**src/rtl/core/bitu_pkg.sv**
```systemverilog
// ----------------------------------------------------------------------------
// Binary image thinning package
// Shared transaction types, command and status bundles, controller states and
// the neighbor offset tables of the thinning scan.
// ----------------------------------------------------------------------------
package bitu_pkg;

  localparam logic [1:0] OP_WRITE = 2'd0;
  localparam logic [1:0] OP_READ  = 2'd1;
  localparam logic [1:0] OP_RUN   = 2'd2;

  localparam logic [1:0] CFG_IMAGE_WIDTH    = 2'd0;
  localparam logic [1:0] CFG_IMAGE_HEIGHT   = 2'd1;
  localparam logic [1:0] CFG_MAX_ITERATIONS = 2'd2;

  localparam logic [15:0] COUNT_MAX = 16'hFFFF;
  localparam logic [3:0]  STEP_LAST = 4'd9;

  typedef struct packed {
    logic [1:0] op;
    logic [5:0] row;
    logic [5:0] col;
    logic       pixel_in;
  } in_item_t;

  typedef struct packed {
    logic        pixel_out;
    logic [15:0] iterations_done;
    logic        hit_limit;
  } out_item_t;

  typedef enum logic [2:0] {
    S_IDLE,
    S_ITER,
    S_SCAN,
    S_CLEAR,
    S_DECIDE
  } state_t;

  typedef struct packed {
    logic accept;
    logic run_init;
    logic iter_begin;
    logic set_limited;
    logic cnt_init;
    logic any_clr;
    logic scan_step;
    logic clear_step;
    logic sub_clr;
    logic sub_set;
    logic out_load;
  } cmd_t;

  typedef struct packed {
    logic lim_reached;
    logic k_end;
    logic k_odd;
    logic pix_last;
    logic any_del;
    logic second;
  } status_t;

  // Step 0 reads the center pixel, steps 1 to 8 read p2 through p9.
  function automatic logic signed [1:0] nbr_dr(input logic [3:0] k);
    logic signed [1:0] d;
    unique case (k)
      4'd1, 4'd2, 4'd8: d = -2'sd1;
      4'd4, 4'd5, 4'd6: d = 2'sd1;
      default:          d = 2'sd0;
    endcase
    return d;
  endfunction

  function automatic logic signed [1:0] nbr_dc(input logic [3:0] k);
    logic signed [1:0] d;
    unique case (k)
      4'd2, 4'd3, 4'd4: d = 2'sd1;
      4'd6, 4'd7, 4'd8: d = -2'sd1;
      default:          d = 2'sd0;
    endcase
    return d;
  endfunction

endpackage

```
**src/rtl/core/bitu_ctrl.sv**
```systemverilog
// ----------------------------------------------------------------------------
// Binary image thinning controller
// Sequences pixel transactions, iterations, scan and clear passes, and owns
// the handshake and result staging flags.
// ----------------------------------------------------------------------------
module bitu_ctrl (
  input  logic               clk,
  input  logic               rst,
  input  logic               in_valid,
  output logic               in_stall,
  input  logic [1:0]         in_op,
  output logic               out_valid,
  input  logic               out_stall,
  output bitu_pkg::cmd_t     cmd,
  input  bitu_pkg::status_t  status
);

  bitu_pkg::state_t state, state_next;
  logic pend_v, pend_v_next;
  logic out_v, out_v_next;
  logic out_can;
  logic finish;

  assign out_can   = !out_v || !out_stall;
  assign in_stall  = !((state == bitu_pkg::S_IDLE) && (!pend_v || out_can));
  assign out_valid = out_v;

  always_ff @(posedge clk) begin
    if (rst) begin
      state  <= bitu_pkg::S_IDLE;
      pend_v <= 1'b0;
      out_v  <= 1'b0;
    end else begin
      state  <= state_next;
      pend_v <= pend_v_next;
      out_v  <= out_v_next;
    end
  end

  always_comb begin
    state_next = state;
    cmd        = '0;
    finish     = 1'b0;
    cmd.accept   = in_valid && !in_stall;
    cmd.out_load = pend_v && out_can;
    unique case (state)
      bitu_pkg::S_IDLE: begin
        if (cmd.accept) begin
          if (in_op == bitu_pkg::OP_RUN) begin
            cmd.run_init = 1'b1;
            state_next   = bitu_pkg::S_ITER;
          end else begin
            finish = 1'b1;
          end
        end
      end
      bitu_pkg::S_ITER: begin
        if (status.lim_reached) begin
          cmd.set_limited = 1'b1;
          finish          = 1'b1;
          state_next      = bitu_pkg::S_IDLE;
        end else begin
          cmd.iter_begin = 1'b1;
          cmd.sub_clr    = 1'b1;
          cmd.cnt_init   = 1'b1;
          cmd.any_clr    = 1'b1;
          state_next     = bitu_pkg::S_SCAN;
        end
      end
      bitu_pkg::S_SCAN: begin
        cmd.scan_step = 1'b1;
        if (status.k_end && status.pix_last) begin
          cmd.cnt_init  = 1'b1;
          state_next    = bitu_pkg::S_CLEAR;
        end
      end
      bitu_pkg::S_CLEAR: begin
        cmd.clear_step = 1'b1;
        if (status.k_odd && status.pix_last) begin
          state_next = bitu_pkg::S_DECIDE;
        end
      end
      bitu_pkg::S_DECIDE: begin
        if (!status.any_del) begin
          finish     = 1'b1;
          state_next = bitu_pkg::S_IDLE;
        end else if (!status.second) begin
          cmd.sub_set  = 1'b1;
          cmd.cnt_init = 1'b1;
          cmd.any_clr  = 1'b1;
          state_next   = bitu_pkg::S_SCAN;
        end else begin
          state_next = bitu_pkg::S_ITER;
        end
      end
      default: state_next = bitu_pkg::S_IDLE;
    endcase
    pend_v_next = finish || (pend_v && !cmd.out_load);
    out_v_next  = cmd.out_load || (out_v && out_stall);
  end

  assert property (@(posedge clk) disable iff (rst)
    cmd.accept |-> state == bitu_pkg::S_IDLE)
    else $error("transaction accepted while a run is in progress");

  assert property (@(posedge clk) disable iff (rst)
    pend_v && !out_can |=> pend_v)
    else $error("staged result lost while the output was stalled");

  // The scan step of the last pixel must hand over to the clear pass.
  assert property (@(posedge clk) disable iff (rst)
    state == bitu_pkg::S_SCAN && status.k_end && status.pix_last
      |-> cmd.scan_step ##1 state == bitu_pkg::S_CLEAR)
    else $error("scan pass did not hand over after its last pixel");

  assert property (@(posedge clk) disable iff (rst)
    state == bitu_pkg::S_CLEAR && status.k_odd && status.pix_last
      |=> state == bitu_pkg::S_DECIDE)
    else $error("clear pass did not end after its last pixel");

  assert property (@(posedge clk) disable iff (rst)
    state != bitu_pkg::S_IDLE |-> !pend_v || cmd.out_load || $past(pend_v))
    else $error("result staged during a run");

endmodule

```
**config.mk**
```make
export PLATFORM = sky130hd
export DESIGN_NAME = bitu_ctrl
export DESIGN_NICKNAME = d
export VERILOG_FILES = /design/src/rtl/core/bitu_pkg.sv /design/src/rtl/core/bitu_ctrl.sv
export SDC_FILE = /design/constraint.sdc
export NUM_CORES = 1
export LEC_CHECK = 0
export BUFFER_PORTS_ARGS = -buffer_cell sky130_fd_sc_hd__buf_2
export CAP_MARGIN = 20
export CELL_PAD_IN_SITES_DETAIL_PLACEMENT = 0
export CELL_PAD_IN_SITES_GLOBAL_PLACEMENT = 1
export CORE_AREA = 2 2 39 41
export CTS_BUF_LIST = sky130_fd_sc_hd__clkbuf_8
export DETAILED_ROUTE_END_ITERATION = 16
export DIE_AREA = 0 0 41 43
export GPL_ROUTABILITY_DRIVEN = 0
export MAX_ROUTING_LAYER = met4
export PLACE_DENSITY_LB_ADDON = 0.2
export SYNTH_ARGS = -nofsm -noshare
export SYNTH_HDL_FRONTEND = slang
export SYNTH_SLANG_ARGS = --single-unit
```
**constraint.sdc**
```tcl
create_clock -name clk -period 2.8 [get_ports clk]
set_input_delay 0.14 -clock clk [delete_from_list [all_inputs] [get_ports clk]]
set_output_delay 0.14 -clock clk [all_outputs]
set_load 0.01 [all_outputs]
```
### Yosys cells after proc, flatten, opt, wreduce, memory -nomap -nowiden

Index checks and enable logic that the tools add are counted.

| word-level totals | value |
|---|---|
| register bits | 5 |
| output and inout bits | 13 |

| cells by class | value |
|---|---|
| eq/ne operators | 9 |
| muxes and demuxes | 30 |
| reductions and logical operators | 18 |

Operator list:

| kind | number |
|---|---|
| two-way mux 1 bit | 15 |
| two-way mux 3 bit | 5 |
| case mux 3 bit (5 select lines) | 1 |
| two-way mux 2 bit | 6 |
| logical AND 1 bit | 7 |
| == test 3 x 2 -> 1 bit, second input constant | 2 |
| inequality test 2 bit, second input constant | 3 |
| case mux 1 bit (3 select lines) | 2 |
| logical NOT 1 bit | 5 |
| logical OR 1 bit | 4 |
| AND reduction 4 bit | 1 |
| == test 3 x 1 -> 1 bit, second input constant | 1 |
| == test 3 bit, second input constant | 1 |
| logical NOT 3 bit | 1 |
| == test 2 bit, second input constant | 1 |
| inequality test 2 x 1 -> 1 bit, second input constant | 1 |
| case mux 1 bit (2 select lines) | 1 |

### Depth between registers and ports, before layout

Gate-level depths: netlist of run 1.

| depth | value |
|---|---|
| depth after elaboration | 8 |
| gate-level depth with buffers | 5 |
| depth with buffers taken out | 4 |

### Worst setup path before layout of run 1

No wires, ideal clock.

| path | value |
|---|---|
| kind | reg-to-output |
| start point | reg state[2] |
| end point | out cmd[9] (netlist bit) |
| data arrival time | 1.266 ns |
| path slack | 1.394 ns |
| stages on the path, launching flop included | 5 |
| buffers on the path | 1 |
| path through | dfxtp_1 > buf_4 > nor3_1 > and3_1 > nor3b_1 |

RTL lines:

| item | line | text |
|---|---|---|
| start, declared | bitu_ctrl.sv:18 | `bitu_pkg::state_t state, state_next;` |
| start signal, assigned | bitu_ctrl.sv:30 | `state <= bitu_pkg::S_IDLE;` |
| start signal, assigned | bitu_ctrl.sv:34 | `state <= state_next;` |
| end, declared | bitu_ctrl.sv:14 | `output bitu_pkg::cmd_t cmd,` |

==> flow_summary.yaml, run 1 <==
sta:
  maxSlewHeadroom_pct: 78.5
  hold_viol: 0
  period_minus_slack_ps: 1630
  min_period_over_period_pct: 58.3
  tns_ps: 0
  max_slew.worst_pin.slew_ps: 323
  fmax_ghz: 0.612
  grt_setup_unrepaired: "no"
  report.final.setup_viol: 0
  fin_worst_skew_ps: 2.91
  fin_ws_ps: 1170
  timing.hold.ws_ps: 168
  drv_slew: 0
synthesis:
  synthesis.area_um2: 368
  yosysSeqAreaShare_pct: 27.2
  synth_cell_types: 28
  synthCells: 45
  ys_ff_latch: 5
  yosysWarnings: 0
  syn_avg_cell_area_um2: 8.17
  synthesis.nets: 57
setup_path:
  end_kind: "output port"
  crit_family: "simple AND/OR/NAND/NOR gates"
  worst_path_largest_cell_delay_ps: 390
  crit_fanout: 10
  start_kind: "register"
  cp.required_ps: 2660
  arrival_ps: 1490
  critPathKind: "register to output port"
  worstPathCellList: "nor3_1 -> and3_1 -> nor3b_1 -> buf_2"
  startpoint: "state[2]"
  r2r_start: "state[0]"
  slowest_stage: "dfxtp_1"
  crit_buf_inv: 1
pwr:
  ir_worst_vdd_uv: 257
  p_per_area_nw_per_um2: 542
  p_leak_uw: 0.000265
clock_network:
  tritoncts: "built"
  clock_latency_ps: 220
  cts_max_level: 1
  cts_buffers: 3
  clockBufferDepth: 2
  clockRootBuffer: "clkbuf_8"
  ctsResizeCount: 0
  cts_hold_buf: 0
  path_clk_slew_ps: 40
  cts_sinks: 5
  post_cts_buffers: 0
placed_design:
  place_ws_ps: 1360
  hpwl_um: 766
  io_buffers: 24
drt:
  wl_per_cell_um: 11.0
  firstDrtPassIters: 2
  drtIter0Drc: 5
  vias: 418
  ant_nets: 0
  via_per_inst: 4.86
  wl_um: 950
  drc: 0
floorplan:
  die-area_um2: 1760
  dieWidth_um: 41
  ios: 25
  fp-row-count: 14
  initial_core_util_pct: 26.6
  core_area_um2: 1380
  dieHeight_um: 43
hold_path:
  hp-start: "rst"
  hp-class: "input pin to register"
cells_and_area:
  final_nets: 83
  fillers: 157
  regArea_um2: 100
  diodes: 0
  layout-drive-gt1-share_pct: 42.9
  area_growth_pct: 44.9
  multi_input_area_um2: 233
grt:
  overflow: 0
  grt_max_degree: 11
  grt_pass1_wl_mm: 1.68
  antenna_found_initial: 0
  first_global_vias: 381
  grt_usage_pct: 14.4
outcome:
  status: "complete, no violations"
flow_run:
  maxCapViolations: 0
## final timing paths
path,to,slack (ps),cells past startpoint
max,cmd[9],1170,4
max reg2reg,state[2],1350,3
min reg2reg,out_valid,510,2
min,pend_v,170,2
## where the power goes
group          internal (µW)  switching [µW]
combinational           33.7            37.6
sequential              77.8            9.04
clock                   94.1            36.8
total                    206            83.5
## layer usage
| metal | GRT usage, % | vias to the layer above | share of wire [%] |
|---|---|---|---|
| met2 | 19.1 | 21 | 45 |
| met4 | 6.00 | 0 | 0 |
| li1 | - | 218 | - |
| met5 | - | - | 0 |
| met3 | 6.28 | 0 | 10 |
| met1 | 18.6 | 179 | 44 |
## cell usage in the layout (no fill, tap or decap), types with 2 or more instances in the layout
cell type	count
nor2_1	2
nor3_1	3
dfxtp_1	5
clkbuf_8	3
a21oi_1	3
nand3b_1	2
buf_2	24
inv_1	5
o21ai_0	2
nand3_1	2
and3_1	2
## layout make-up
cell class / instances / area share, %
multi-input combinational: 33 / 43.7
timing repair buffer: 24 / 22.5
sequential: 5 / 18.8
clock buffer: 3 / 7.75
tap: 16 / 3.76
inverter: 4 / 2.82
clock inverter: 1 / 0.704
## registers in the layout (all words and copies together) (netlist names)
register   cells
out_valid      1
state          3
pend_v         1
## per-stage QoR
step	area, µm²	total power, µW	utilization, %	instances
after floorplan	368	130	-	45
after global placement	488	161	35.3	82
after detailed placement	488	160	35.3	82
after CTS	533	294	38.5	86
after global routing	533	311	38.5	86
final	533	289	38.5	86
## synth_stat cells (all sizes together)
library cell,instances,share of area [%]
nor3,3,4.1
dfxtp,5,27
nand3b,2,4.1
nand3,2,2.7
nor4b,2,6.5
clkbuf,1,1.4
nand2b,1,1.7
o31ai,2,5.4
nor2,2,2.0
and4b,1,2.7
nor3b,1,2.0
nand4bb,1,3.1
nor4,1,1.7
nand2,1,1.0
and3,2,3.4
inv,4,4.1
a31oi,1,1.7
a211o,1,2.4
o21ai,2,2.7
a21oi,4,6.5
or3b,1,2.4
a21boi,1,2.0
a211oi,1,2.0
buf,2,4.1
mux2,1,3.1
## cells by family after synthesis
group / count (synthesis) / share of synthesized area (%)
buf+inv: 7 / 9.52
flops: 5 / 27.2
mux: 1 / 3.06
simple gates: 20 / 37.4
compound gates: 12 / 22.8
Note: power is estimated with default switching activity, not from simulation.
==> run 2, diff against run 1 <==
--- a/config.mk
+++ b/config.mk
@@ -5,14 +5,14 @@
 export SDC_FILE = /design/constraint.sdc
 export NUM_CORES = 1
 export LEC_CHECK = 0
+export ABC_AREA = 1
 export BUFFER_PORTS_ARGS = -buffer_cell sky130_fd_sc_hd__buf_2
 export CAP_MARGIN = 20
 export CELL_PAD_IN_SITES_DETAIL_PLACEMENT = 0
 export CELL_PAD_IN_SITES_GLOBAL_PLACEMENT = 1
-export CORE_AREA = 2 2 39 41
+export CORE_UTILIZATION = 24
 export CTS_BUF_LIST = sky130_fd_sc_hd__clkbuf_8
 export DETAILED_ROUTE_END_ITERATION = 16
-export DIE_AREA = 0 0 41 43
 export GPL_ROUTABILITY_DRIVEN = 0
 export MAX_ROUTING_LAYER = met4
 export PLACE_DENSITY_LB_ADDON = 0.2
==> constraint.sdc (replaced) <==
create_clock -name clk -period 1.5 [get_ports clk]
set_input_delay 0.075 -clock clk [delete_from_list [all_inputs] [get_ports clk]]
set_output_delay 0.075 -clock clk [all_outputs]
set_load 0.01 [all_outputs]
==> run 2 against run 1 <==
Utilization shrank 0.91 points; global-route usage decreased by 3.4 points; final cell count is 26% higher; sequential cell count did not move; first-iteration DRC count fell by 40%; combinational power rose to 3.5 times the previous value; critical path type unchanged; largest power group is now combinational cells.
==> flow_summary.yaml, run 2 <==
setup_path:
  slowest_stage: "dfxtp_1"
  critPathKind: "register to output port"
  start_kind: "register"
  worst_path_largest_cell_delay_ps: 450
  crit_family: "flip-flops"
  path_common_cell: "nand2_1"
  arrival_ps: 1270
  worstPathCellList: "nor3_2 -> nand2_1 -> nand2_1 -> nor2_1 -> inv_1 -> buf_2"
  end_kind: "output port"
  cp.required_ps: 1420
  crit_buf_inv: 2
  crit_fanout: 7
synthesis:
  ys_ff_latch: 5
  synth_cell_types: 17
  yosysMostFrequentCell: "inv_1"
  yosysSeqAreaShare_pct: 25.5
  synthFlopType: "dfxtp_1"
  synthTopCellsByArea: "dfxtp_1 25%, inv_1 14%, nand2_1 11%"
  synth-edff-count: 0
  synth.top_cell.area_share_pct: 25.5
  yosysWarnings: 0
  async_flop_share_pct: 0
  synthesis.nets: 77
  synthCells: 65
  synthesis.area_um2: 393
  yosysTopAreaCell: "dfxtp_1"
  ys_top_cells_by_count: "15 x inv_1, 12 x nand2_1, 8 x nor2_1, 5 x a21oi_1, 5 x dfxtp_1"
  syn_avg_cell_area_um2: 6.04
sta:
  grt_setup_unrepaired: "no"
  period_minus_slack_ps: 1340
  fmax_ghz: 0.744
  maxSlewHeadroom_pct: 82.8
  fin_worst_skew_ps: 0.320
  tns_ps: 0
  min_period_over_period_pct: 89.6
  drv_slew: 0
  report.final.setup_viol: 0
  max_slew.worst_pin.slew_ps: 258
  hold_viol: 0
floorplan:
  core_area_um2: 1520
  die-area_um2: 1800
  dieWidth_um: 42.5
  initial_core_util_pct: 25.8
  ios: 25
  fp-row-count: 14
  dieHeight_um: 42.5
clock_network:
  clockBufferDepth: 2
  tritoncts: "built"
  cts_sinks: 5
  cts_buffers: 3
  clockRootBuffer: "clkbuf_8"
  cts_max_level: 1
  path_clk_slew_ps: 40
  cts_hold_buf: 0
  clock_latency_ps: 220
cells_and_area:
  area_growth_pct: 45.9
  layout-drive-gt1-share_pct: 43.5
  final_common_cell: "buf_2"
  top_register: "state"
  final_nets: 105
  mostFrequentLayoutCells: "24 x buf_2, 16 x inv_1, 12 x nand2_1, 8 x nor2_1, 5 x a21oi_1"
  diodes: 0
  largest_reg_flops: 3
grt:
  first_global_vias: 376
  antenna_found_initial: 0
  overflow: 0
  grt_pass1_wl_mm: 1.50
  grt_max_degree: 8
  grt_usage_pct: 11.0
placed_design:
  hpwl_um: 726
  io_buffers: 24
flow_run:
  maxCapViolations: 0
pwr:
  total_power_uw: 672
  p_leak_uw: 0.000371
  clockPowerShare_pct: 35.9
  seqPwrFrac_pct: 27.0
  combPwrFrac_pct: 37.1
  p_int_uw: 432
  p_sw_uw: 240
  ir_worst_vdd_uv: 728
  swShare_pct: 35.7
  p_per_area_nw_per_um2: 1170
outcome:
  status: "complete, no violations"
drt:
  wl_um: 872
  ant_nets: 0
  drtIter0Drc: 3
  vias: 458
  firstDrtPassIters: 3
  wl_per_cell_um: 8.07
  drc: 0
  via_per_inst: 4.24
hold_path:
  hp-class: "input pin to register"
## run 2: cell count changes in the layout (fill, tap and decap cells not counted), moves of 3 or more
cell,change
nand2_1,+11
nand2_2,+3
nor2_2,+3
inv_1,+11
nor2_1,+6
## run 2: cells by family (layout without fill, tap and decap cells)
kind of cell	after synthesis	after routing	share of synthesized area, %
buffers and inverters	17	44	17.2
and+or+nand+nor	37	37	49.4
AOI/OAI and AO/OA	6	6	7.96
DFF	5	5	25.5
## run 2: path summary, 6_finish.rpt
kind	startpoint	to	slack, ps	cells after the start
worst max register to register	state[0]	state[0]	350	6
worst max-delay path	state[0]	cmd[6]	160	6
worst min-delay path	rst	state[1]	50	2
worst min register to register	pend_v	out_valid	470	2
## run 2: cell type report
cell class	instances	area (µm²)
Fill cell	168	951
Clock inverter	1	3.75
Clock buffer	3	41.3
Timing Repair Buffer	24	120
Inverter	16	60.1
Multi-Input combinational cell	43	225
Tap cell	16	20.0
Sequential cell	5	103
## run 2: through the flow
step	hold WS (ps)	area, µm²	util [%]	worst slack, ps	cells
after floorplan	144	393	-	399	65
after global placement	290	526	34.5	335	104
after detailed placement	288	526	34.5	320	104
after CTS	64.5	571	37.4	91.8	108
after global routing	69.4	573	37.6	7.20	108
final	53.2	573	37.6	155	108
## run 2: power groups by stage
stage	sequential [µW]	combinational [µW]	clock, µW
3_5_place_dp	184	250	0
2_1_floorplan	180	170	0
4_1_cts	181	252	243
5_1_grt	186	283	255
6_report	182	249	241
3_3_place_gp	183	251	0
## run 2: per-layer routing
metal	vias to the layer above	wire length, µm	global-route usage (%)
li1	252	-	-
met1	190	427	15.2
met2	14	397	15.7
met3	2	37	1.29
met4	0	8	5.63
met5	-	0	-
## run 2: repair_timing
item,in CTS,in global routing
gates resized for setup,0,2
setup endpoints to repair,0,1
setup buffers,0,0
